File: src/sv/dfl_pkg.sv
// Shared constants, state codes and types for the decimal float literal lexer.
`default_nettype none

package dfl_pkg;

    localparam int unsigned EXP_LIMIT = 1023;

    localparam int SIG_W   = 63;
    localparam int FRAC_W  = 11;
    localparam int EXP_W   = 11;
    localparam int SCALE_W = 12;

    localparam logic [SIG_W-1:0]  SIG_MAX  = {SIG_W{1'b1}};
    localparam logic [FRAC_W-1:0] FRAC_MAX = {FRAC_W{1'b1}};

    localparam logic [7:0] CHAR_ZERO  = 8'h30;
    localparam logic [7:0] CHAR_NINE  = 8'h39;
    localparam logic [7:0] CHAR_DOT   = 8'h2e;
    localparam logic [7:0] CHAR_UNDER = 8'h5f;
    localparam logic [7:0] CHAR_PLUS  = 8'h2b;
    localparam logic [7:0] CHAR_MINUS = 8'h2d;
    localparam logic [7:0] CHAR_LO_E  = 8'h65;
    localparam logic [7:0] CHAR_UP_E  = 8'h45;
    localparam logic [7:0] CHAR_LO_F  = 8'h66;
    localparam logic [7:0] CHAR_UP_F  = 8'h46;
    localparam logic [7:0] CHAR_LO_D  = 8'h64;
    localparam logic [7:0] CHAR_UP_D  = 8'h44;

    localparam logic [3:0] ST_START    = 4'd0;
    localparam logic [3:0] ST_INT      = 4'd1;
    localparam logic [3:0] ST_DOT_LEAD = 4'd2;
    localparam logic [3:0] ST_POINT    = 4'd3;
    localparam logic [3:0] ST_FRAC     = 4'd4;
    localparam logic [3:0] ST_EXP_MARK = 4'd5;
    localparam logic [3:0] ST_EXP_SIGN = 4'd6;
    localparam logic [3:0] ST_EXP_DIG  = 4'd7;
    localparam logic [3:0] ST_SUFFIX   = 4'd8;

    localparam logic [1:0] PH_NONE  = 2'd0;
    localparam logic [1:0] PH_DIGIT = 2'd1;
    localparam logic [1:0] PH_UNDER = 2'd2;

    localparam logic [1:0] SFX_NONE = 2'd0;
    localparam logic [1:0] SFX_F    = 2'd1;
    localparam logic [1:0] SFX_D    = 2'd2;

    typedef struct packed {
        logic       is_digit;
        logic [3:0] digit;
        logic       is_dot;
        logic       is_under;
        logic       is_e;
        logic       is_sign;
        logic       is_minus;
        logic [1:0] suffix;
    } char_class_t;

    typedef struct packed {
        logic                      accepted;
        logic [SIG_W-1:0]          significand;
        logic signed [SCALE_W-1:0] decimal_scale;
        logic [1:0]                suffix_kind;
        logic                      overflow;
    } lex_result_t;

endpackage

`default_nettype wire

File: src/sv/dfl_char_class.sv
// Character classifier: decodes one byte into digit, punctuation and suffix flags.
`default_nettype none

module dfl_char_class (
    input  wire logic [7:0]          char_code,
    output dfl_pkg::char_class_t     cls
);
    import dfl_pkg::*;

    logic is_digit;

    assign is_digit = (char_code >= CHAR_ZERO) && (char_code <= CHAR_NINE);

    always_comb
    begin
        cls          = '0;
        cls.is_digit = is_digit;
        cls.digit    = is_digit ? 4'(char_code - CHAR_ZERO) : 4'd0;
        cls.is_dot   = char_code == CHAR_DOT;
        cls.is_under = char_code == CHAR_UNDER;
        cls.is_e     = (char_code == CHAR_LO_E) || (char_code == CHAR_UP_E);
        cls.is_sign  = (char_code == CHAR_PLUS) || (char_code == CHAR_MINUS);
        cls.is_minus = char_code == CHAR_MINUS;
        if ((char_code == CHAR_LO_F) || (char_code == CHAR_UP_F))
        begin
            cls.suffix = SFX_F;
        end
        else if ((char_code == CHAR_LO_D) || (char_code == CHAR_UP_D))
        begin
            cls.suffix = SFX_D;
        end
        else
        begin
            cls.suffix = SFX_NONE;
        end
    end

endmodule

`default_nettype wire

File: src/sv/dfl_lex_core.sv
// Lexer state, digit accumulators and end-of-string result formation.
`default_nettype none

module dfl_lex_core (
    input  wire logic                  clk,
    input  wire logic                  rst_n,
    input  wire logic                  step,
    input  wire logic                  last,
    input  dfl_pkg::char_class_t       cls,
    output dfl_pkg::lex_result_t       result
);
    import dfl_pkg::*;

    logic [3:0]        state_reg, state_next;
    logic [1:0]        phase_reg, phase_next;
    logic [SIG_W-1:0]  mant_reg, mant_next;
    logic [FRAC_W-1:0] frac_reg, frac_next;
    logic [EXP_W-1:0]  exp_reg, exp_next;
    logic              neg_reg, neg_next;
    logic [1:0]        sfx_reg, sfx_next;
    logic              dead_reg, dead_next;
    logic              sat_reg, sat_next;

    logic [SIG_W+3:0]  mant_wide;
    logic              mant_sat;
    logic [EXP_W+3:0]  exp_wide;
    logic              exp_sat;

    logic              add_m, add_frac, add_e, take_u, close_run, close_sfx;
    logic [3:0]        close_to;

    logic signed [SCALE_W:0] exp_s, scale_s;
    logic                    acc;

    assign mant_wide = {1'b0, mant_reg, 3'b000} + {3'b000, mant_reg, 1'b0}
                     + {(SIG_W)'(0), cls.digit};
    assign mant_sat  = |mant_wide[SIG_W+3:SIG_W];
    assign exp_wide  = {1'b0, exp_reg, 3'b000} + {3'b000, exp_reg, 1'b0}
                     + {(EXP_W)'(0), cls.digit};
    assign exp_sat   = exp_wide > (EXP_W+4)'(EXP_LIMIT);

    always_comb
    begin
        state_next = state_reg;
        phase_next = phase_reg;
        mant_next  = mant_reg;
        frac_next  = frac_reg;
        exp_next   = exp_reg;
        neg_next   = neg_reg;
        sfx_next   = sfx_reg;
        dead_next  = dead_reg;
        sat_next   = sat_reg;
        add_m      = 1'b0;
        add_frac   = 1'b0;
        add_e      = 1'b0;
        take_u     = 1'b0;
        close_run  = 1'b0;
        close_sfx  = 1'b0;
        close_to   = state_reg;

        if (!dead_reg)
        begin
            case (state_reg)
                ST_START:
                begin
                    if (cls.is_digit)
                    begin
                        state_next = ST_INT;
                        add_m      = 1'b1;
                    end
                    else if (cls.is_dot)
                    begin
                        state_next = ST_DOT_LEAD;
                    end
                    else
                    begin
                        dead_next = 1'b1;
                    end
                end
                ST_INT, ST_FRAC:
                begin
                    if (cls.is_digit)
                    begin
                        add_m    = 1'b1;
                        add_frac = state_reg == ST_FRAC;
                    end
                    else if (cls.is_under)
                    begin
                        take_u = 1'b1;
                    end
                    else if (cls.is_dot && (state_reg == ST_INT))
                    begin
                        close_run = 1'b1;
                        close_to  = ST_POINT;
                    end
                    else if (cls.is_e)
                    begin
                        close_run = 1'b1;
                        close_to  = ST_EXP_MARK;
                    end
                    else if (cls.suffix != SFX_NONE)
                    begin
                        close_run = 1'b1;
                        close_sfx = 1'b1;
                        close_to  = ST_SUFFIX;
                    end
                    else
                    begin
                        dead_next = 1'b1;
                    end
                end
                ST_DOT_LEAD:
                begin
                    if (cls.is_digit)
                    begin
                        state_next = ST_FRAC;
                        add_m      = 1'b1;
                        add_frac   = 1'b1;
                    end
                    else
                    begin
                        dead_next = 1'b1;
                    end
                end
                ST_POINT:
                begin
                    if (cls.is_digit)
                    begin
                        state_next = ST_FRAC;
                        add_m      = 1'b1;
                        add_frac   = 1'b1;
                    end
                    else if (cls.is_e)
                    begin
                        state_next = ST_EXP_MARK;
                    end
                    else if (cls.suffix != SFX_NONE)
                    begin
                        state_next = ST_SUFFIX;
                        sfx_next   = cls.suffix;
                    end
                    else
                    begin
                        dead_next = 1'b1;
                    end
                end
                ST_EXP_MARK:
                begin
                    if (cls.is_sign)
                    begin
                        state_next = ST_EXP_SIGN;
                        neg_next   = cls.is_minus;
                    end
                    else if (cls.is_digit)
                    begin
                        state_next = ST_EXP_DIG;
                        add_e      = 1'b1;
                    end
                    else
                    begin
                        dead_next = 1'b1;
                    end
                end
                ST_EXP_SIGN:
                begin
                    if (cls.is_digit)
                    begin
                        state_next = ST_EXP_DIG;
                        add_e      = 1'b1;
                    end
                    else
                    begin
                        dead_next = 1'b1;
                    end
                end
                ST_EXP_DIG:
                begin
                    if (cls.is_digit)
                    begin
                        add_e = 1'b1;
                    end
                    else if (cls.is_under)
                    begin
                        take_u = 1'b1;
                    end
                    else if (cls.suffix != SFX_NONE)
                    begin
                        close_run = 1'b1;
                        close_sfx = 1'b1;
                        close_to  = ST_SUFFIX;
                    end
                    else
                    begin
                        dead_next = 1'b1;
                    end
                end
                default:
                begin
                    dead_next = 1'b1;
                end
            endcase

            if (add_m)
            begin
                phase_next = PH_DIGIT;
                if (mant_sat)
                begin
                    mant_next = SIG_MAX;
                    sat_next  = 1'b1;
                end
                else
                begin
                    mant_next = mant_wide[SIG_W-1:0];
                end
                if (add_frac)
                begin
                    if (frac_reg == FRAC_MAX)
                    begin
                        sat_next = 1'b1;
                    end
                    else
                    begin
                        frac_next = frac_reg + 1'b1;
                    end
                end
            end

            if (add_e)
            begin
                phase_next = PH_DIGIT;
                if (exp_sat)
                begin
                    exp_next = EXP_W'(EXP_LIMIT);
                    sat_next = 1'b1;
                end
                else
                begin
                    exp_next = exp_wide[EXP_W-1:0];
                end
            end

            if (take_u)
            begin
                if (phase_reg == PH_NONE)
                begin
                    dead_next = 1'b1;
                end
                else
                begin
                    phase_next = PH_UNDER;
                end
            end

            if (close_run)
            begin
                if (phase_reg != PH_DIGIT)
                begin
                    dead_next = 1'b1;
                end
                else
                begin
                    phase_next = PH_NONE;
                    state_next = close_to;
                    if (close_sfx)
                    begin
                        sfx_next = cls.suffix;
                    end
                end
            end
        end
    end

    assign acc = !dead_next &&
                 ((state_next == ST_POINT) || (state_next == ST_SUFFIX) ||
                  (((state_next == ST_FRAC) || (state_next == ST_EXP_DIG)) &&
                   (phase_next == PH_DIGIT)));

    assign exp_s   = neg_next ? -$signed({2'b00, exp_next}) : $signed({2'b00, exp_next});
    assign scale_s = exp_s - $signed({2'b00, frac_next});

    always_comb
    begin
        result = '0;
        if (acc)
        begin
            result.accepted    = 1'b1;
            result.significand = mant_next;
            result.suffix_kind = sfx_next;
            result.overflow    = sat_next;
            if (scale_s > $signed((SCALE_W+1)'(2047)))
            begin
                result.decimal_scale = SCALE_W'(2047);
                result.overflow      = 1'b1;
            end
            else if (scale_s < -$signed((SCALE_W+1)'(2048)))
            begin
                result.decimal_scale = {1'b1, (SCALE_W-1)'(0)};
                result.overflow      = 1'b1;
            end
            else
            begin
                result.decimal_scale = scale_s[SCALE_W-1:0];
            end
        end
    end

    always_ff @(posedge clk or negedge rst_n)
    begin
        if (!rst_n)
        begin
            state_reg <= ST_START;
            phase_reg <= PH_NONE;
            mant_reg  <= '0;
            frac_reg  <= '0;
            exp_reg   <= '0;
            neg_reg   <= 1'b0;
            sfx_reg   <= SFX_NONE;
            dead_reg  <= 1'b0;
            sat_reg   <= 1'b0;
        end
        else if (step)
        begin
            if (last)
            begin
                state_reg <= ST_START;
                phase_reg <= PH_NONE;
                mant_reg  <= '0;
                frac_reg  <= '0;
                exp_reg   <= '0;
                neg_reg   <= 1'b0;
                sfx_reg   <= SFX_NONE;
                dead_reg  <= 1'b0;
                sat_reg   <= 1'b0;
            end
            else
            begin
                state_reg <= state_next;
                phase_reg <= phase_next;
                mant_reg  <= mant_next;
                frac_reg  <= frac_next;
                exp_reg   <= exp_next;
                neg_reg   <= neg_next;
                sfx_reg   <= sfx_next;
                dead_reg  <= dead_next;
                sat_reg   <= sat_next;
            end
        end
    end

    assert property (@(posedge clk) disable iff (!rst_n) phase_reg != 2'd3)
        else $error("digit run phase took an unused code");

    assert property (@(posedge clk) disable iff (!rst_n)
        (exp_reg <= EXP_W'(EXP_LIMIT)))
        else $error("exponent accumulator above its limit");

    assert property (@(posedge clk) disable iff (!rst_n)
        (state_reg <= ST_SUFFIX))
        else $error("lexer state took an unused code");

endmodule

`default_nettype wire

File: src/sv/decimal_float_literal_lexer.sv
// Top level: input beat register, lexer core and result register.
//
//  channel | signals                                           | dir
//  --------+---------------------------------------------------+-----
//  in      | in_valid, in_ready, char_code, last_char          | in
//  out     | out_valid, out_ready, accepted, significand,      | out
//          | decimal_scale, suffix_kind, overflow              |
//
// One beat per cycle while no held result stalls a last beat: each character
// waits in the input register, where the lexer state is updated, and a last
// character loads the result register at the same edge, setting out_valid.
// Reset returns the lexer to the start state and empties both registers.
// A held result stalls the input only when the next beat is itself a last beat.
`default_nettype none

module decimal_float_literal_lexer (
    input  wire logic                                 clk,
    input  wire logic                                 rst_n,
    input  wire logic                                 in_valid,
    output logic                                      in_ready,
    input  wire logic [7:0]                           char_code,
    input  wire logic                                 last_char,
    output logic                                      out_valid,
    input  wire logic                                 out_ready,
    output logic                                      accepted,
    output logic [dfl_pkg::SIG_W-1:0]                 significand,
    output logic signed [dfl_pkg::SCALE_W-1:0]        decimal_scale,
    output logic [1:0]                                suffix_kind,
    output logic                                      overflow
);
    import dfl_pkg::*;

    logic         in_valid_reg;
    logic [7:0]   char_reg;
    logic         last_reg;
    logic         out_valid_reg, out_valid_next;
    lex_result_t  result_reg;
    lex_result_t  result_comb;
    char_class_t  cls;
    logic         consume;

    assign consume  = in_valid_reg && (!last_reg || !out_valid_reg || out_ready);
    assign in_ready = !in_valid_reg || consume;

    dfl_char_class u_class (
        .char_code (char_reg),
        .cls       (cls)
    );

    dfl_lex_core u_core (
        .clk    (clk),
        .rst_n  (rst_n),
        .step   (consume),
        .last   (last_reg),
        .cls    (cls),
        .result (result_comb)
    );

    always_ff @(posedge clk or negedge rst_n)
    begin
        if (!rst_n)
        begin
            in_valid_reg <= 1'b0;
        end
        else if (in_ready)
        begin
            in_valid_reg <= in_valid;
        end
    end

    always_ff @(posedge clk)
    begin
        if (in_valid && in_ready)
        begin
            char_reg <= char_code;
            last_reg <= last_char;
        end
    end

    always_comb
    begin
        if (consume && last_reg)
        begin
            out_valid_next = 1'b1;
        end
        else if (out_ready)
        begin
            out_valid_next = 1'b0;
        end
        else
        begin
            out_valid_next = out_valid_reg;
        end
    end

    always_ff @(posedge clk or negedge rst_n)
    begin
        if (!rst_n)
        begin
            out_valid_reg <= 1'b0;
        end
        else
        begin
            out_valid_reg <= out_valid_next;
        end
    end

    always_ff @(posedge clk)
    begin
        if (consume && last_reg)
        begin
            result_reg <= result_comb;
        end
    end

    assign out_valid     = out_valid_reg;
    assign accepted      = result_reg.accepted;
    assign significand   = result_reg.significand;
    assign decimal_scale = result_reg.decimal_scale;
    assign suffix_kind   = result_reg.suffix_kind;
    assign overflow      = result_reg.overflow;

    assert property (@(posedge clk) disable iff (!rst_n)
        consume && last_reg |-> !out_valid_reg || out_ready)
        else $error("result register overwritten while held");

    assert property (@(posedge clk) disable iff (!rst_n)
        out_valid_reg && !accepted |->
            significand == '0 && decimal_scale == '0 && suffix_kind == SFX_NONE && !overflow)
        else $error("rejected string carries nonzero fields");

    assert property (@(posedge clk) disable iff (!rst_n)
        out_valid_reg |-> suffix_kind != 2'd3)
        else $error("suffix kind out of range");

    assert property (@(posedge clk) disable iff (!rst_n)
        in_valid_reg && !last_reg |-> in_ready)
        else $error("input stalled on a non-final beat");

endmodule

`default_nettype wire
File: config.mk
export PLATFORM = sky130hd
export DESIGN_NAME = decimal_float_literal_lexer
export DESIGN_NICKNAME = d
export VERILOG_FILES = /design/src/sv/dfl_pkg.sv /design/src/sv/dfl_char_class.sv /design/src/sv/dfl_lex_core.sv /design/src/sv/decimal_float_literal_lexer.sv
export SDC_FILE = /design/constraint.sdc
export NUM_CORES = 1
export LEC_CHECK = 0
export BUFFER_PORTS_ARGS = -buffer_cell sky130_fd_sc_hd__clkbuf_2
export CORE_MARGIN = 2
export CORE_UTILIZATION = 65
export CTS_CLUSTER_SIZE = 24
export DETAILED_ROUTE_END_ITERATION = 8
export PLACE_DENSITY = 0.82
export SLEW_MARGIN = 20
export SYNTH_ARGS = -nofsm -noshare
export SYNTH_HDL_FRONTEND = slang
export SYNTH_SLANG_ARGS = --single-unit
File: constraint.sdc
create_clock -name clk -period 12.2 [get_ports clk]
set_input_delay 2.44 -clock clk [delete_from_list [all_inputs] [get_ports clk]]
set_output_delay 2.44 -clock clk [all_outputs]
set_load 0.05 [all_outputs]
==> flow_metrics.py <==
metrics = {
    "run_status": {
        "outcome": "finished clean",
    },
    "sta": {
        "fmaxAchievable_ghz": 0.119,
        "tightest_slew_ns": 1.13,
        "period_minus_slack_ns": 8.43,
        "grt_setup_unrepaired": "no",
        "fin_setup_tns_ns": 0,
        "drv_slew": 0,
        "fin_skew_ns": 0.0209,
        "slew-limit-headroom": 0.249,
        "fin_crit_sh": 0.691,
        "hold_viol": 0,
        "finalSetupViolations": 0,
    },
    "pwr": {
        "p_per_area_mw_per_mm2": 109,
        "power.share.clock": 0.316,
        "switching_share": 0.354,
        "internal-power_uw": 1110,
        "seqPwrFrac": 0.415,
        "netSwitchingPower_uw": 609,
        "power_frac_comb": 0.269,
        "vdd_ir_drop_max_uv": 86.9,
        "leakagePower_uw": 0.00710,
    },
    "floorplanning": {
        "num_io_pins": 94,
        "dieArea_mm2": 0.0238,
        "core_mm2": 0.0220,
        "initial_core_util": 0.668,
        "die_x_um": 154,
        "chipHeight_um": 154,
        "rows": 54,
    },
    "clocking": {
        "cts_tree": "built",
        "cts_root_buf": "clkbuf_16",
        "clock_sinks": 186,
        "clock_latency_ns": 0.45,
        "path_clk_slew_ns": 0.07,
        "clockBufferDepth": 2,
        "htree_levels": 4,
        "post_cts_resized": 0,
        "numCtsBuffers": 17,
        "ctsHoldBuffers": 0,
        "cts_setup_buffers": 0,
    },
    "yosys": {
        "ys_seq_area_frac": 0.347,
        "syn_nets": 1870,
        "synth_edf_count": 88,
        "syn_area_per_cell_um2": 8.67,
        "yosysWarnings": 0,
        "synth_seq_cells": 186,
        "synth_cells": 1692,
        "ys_types": 88,
        "synth_top_flop_cell": "dfrtp_1",
        "synth_area_mm2": 0.0147,
        "ys_async_sr_fraction": 0.527,
    },
    "global_route": {
        "grt_overflow_total": 0,
        "grtUsageTotal": 0.319,
        "grt_pass1_vias": 12500,
        "grt_pass1_wl_um": 62200,
        "grt_max_degree": 82,
        "antenna_found_initial": 0,
    },
    "worst_setup_path": {
        "cp_max_fo": 11,
        "slowest_delay_ns": 0.63,
        "cp-end-kind": "flop",
        "slowest_stage": "o31ai_2",
        "critical_path_arrival_ns": 8.73,
        "critical_path.top_delay_family": "compound AO/OA/AOI/OAI gates",
        "path_class": "reg2reg",
        "worstSetupStartpointType": "flop",
        "crit_buf_inv": 0,
        "cp.required_ns": 12.50,
    },
    "place": {
        "placed_area_mm2": 0.0152,
        "io_buffers": 93,
        "post-dp-hpwl_um": 27000,
        "gp_congestion": 0.977,
        "dpl.cell_count": 1982,
    },
    "finish": {
        "layout.cells.non_filler": 2014,
        "nets": 1899,
        "final_area_mm2": 0.0158,
        "antenna_cells": 0,
        "layout-drive-gt1-share": 0.104,
        "area_delta_synth_final_pct": 7.46,
    },
    "route": {
        "drtPass1Iterations": 6,
        "routed_via_density": 6.45,
        "drc": 0,
        "vias": 13000,
        "routed_wl_um": 37300,
        "first_iter_violations": 1052,
        "wire_per_inst_um": 18.5,
        "ant_nets": 0,
    },
    "worst_hold_path": {
        "min_path_type": "reg2reg",
    },
    "job": {
        "drv_cap": 0,
    },
}
stage by stage:
stage               hold WS (ns)  total power [uW]   util  setup slack (ns)
global route               0.515              1790  0.718              3.15
CTS                        0.487              1710  0.717              3.39
floorplan                  0.442              1070      -              5.03
detailed placement         0.471              1180  0.692              3.42
global placement           0.456              1160  0.692              3.93
finish                     0.486              1720  0.718              3.77
cells in the mapped netlist, drive strengths merged (29+ instances only):
cell	n	area share
clkbuf	69	0.018
o21ai	170	0.058
a211oi	73	0.038
nor2	207	0.053
edfxtp	88	0.18
nand3	30	0.011
ha	162	0.14
xnor2	48	0.029
nand2	196	0.050
nor3	29	0.011
xor2	45	0.027
dfrtp	98	0.17
a21oi	135	0.050
a21o	44	0.023
cells in the final DEF, fill, tap and decap left out, types with 29 or more instances in the layout:
| cell | Yosys | layout |
|---|---|---|
| o21ai_0 | 166 | 166 |
| dfrtp_1 | 98 | 98 |
| nor2_1 | 207 | 207 |
| xnor2_1 | 47 | 47 |
| nand3_1 | 29 | 29 |
| edfxtp_1 | 88 | 88 |
| xor2_1 | 45 | 45 |
| nand2_1 | 196 | 196 |
| a211oi_1 | 72 | 72 |
| a21o_1 | 44 | 44 |
| clkbuf_2 | 0 | 92 |
| a21oi_1 | 122 | 122 |
| ha_1 | 162 | 162 |
worst min-delay path: stages (launching register included):
cell and delay (ns):
dfrtp_1 0.35, nand2_1 0.05, o21ai_0 0.06
logic make-up after synthesis:
group | share of synthesized area
AND/OR/NAND/NOR | 0.182
AO/OA/AOI/OAI | 0.233
flip-flops | 0.347
adder cells (fa/ha/maj) | 0.142
buffers and inverters | 0.0345
XOR/XNOR | 0.0560
multiplexers | 0.00409
power by group through the flow:
stage                     Combinational, uW  Sequential (uW)  Clock, uW
after global placement                  435              724          0
final                                   463              713        542
after global routing                    505              716        568
after detailed placement                451              725          0
after floorplan                         323              749          0
after CTS                               452              712        544
final cells by class:
| class | instances | area [um^2] |
|---|---|---|
| Fill cell | 1662 | 6200 |
| Clock inverter | 13 | 108 |
| Multi-Input combinational cell | 1384 | 9100 |
| Sequential cell | 186 | 5090 |
| Tap cell | 280 | 350 |
| Timing Repair Buffer | 104 | 551 |
| Inverter | 28 | 106 |
| Clock buffer | 19 | 453 |
metal layers:
metal,vias to the layer above,track usage,wire (um)
li1,6270,-,-
met1,6196,0.432,16500
met2,452,0.523,17600
met3,70,0.0516,2210
met4,0,0.113,937
met5,-,0,0
worst paths after layout:
| path | from | endpoint | slack (ns) | cells past startpoint |
|---|---|---|---|---|
| max in group asynchronous | rst_n | u_core.sfx_reg[0]$_DFFE_PN0P_ | 8.96 | 2 |
| hold / removal | u_core.sfx_reg[1]$_DFFE_PN0P_ | u_core.sfx_reg[1]$_DFFE_PN0P_ | 0.49 | 2 |
| min in group asynchronous | rst_n | u_core.mant_reg[36]$_DFFE_PN0P_ | 1.94 | 1 |
| setup reg to reg | char_reg[1]$_DFFE_PP_ | decimal_scale[5]$_SDFFCE_PN0P_ | 3.77 | 31 |
| hold reg to reg | u_core.sfx_reg[1]$_DFFE_PN0P_ | u_core.sfx_reg[1]$_DFFE_PN0P_ | 0.49 | 2 |
| setup / recovery | char_reg[1]$_DFFE_PP_ | decimal_scale[5]$_SDFFCE_PN0P_ | 3.77 | 31 |
Note: power is estimated with default switching activity, not from simulation.
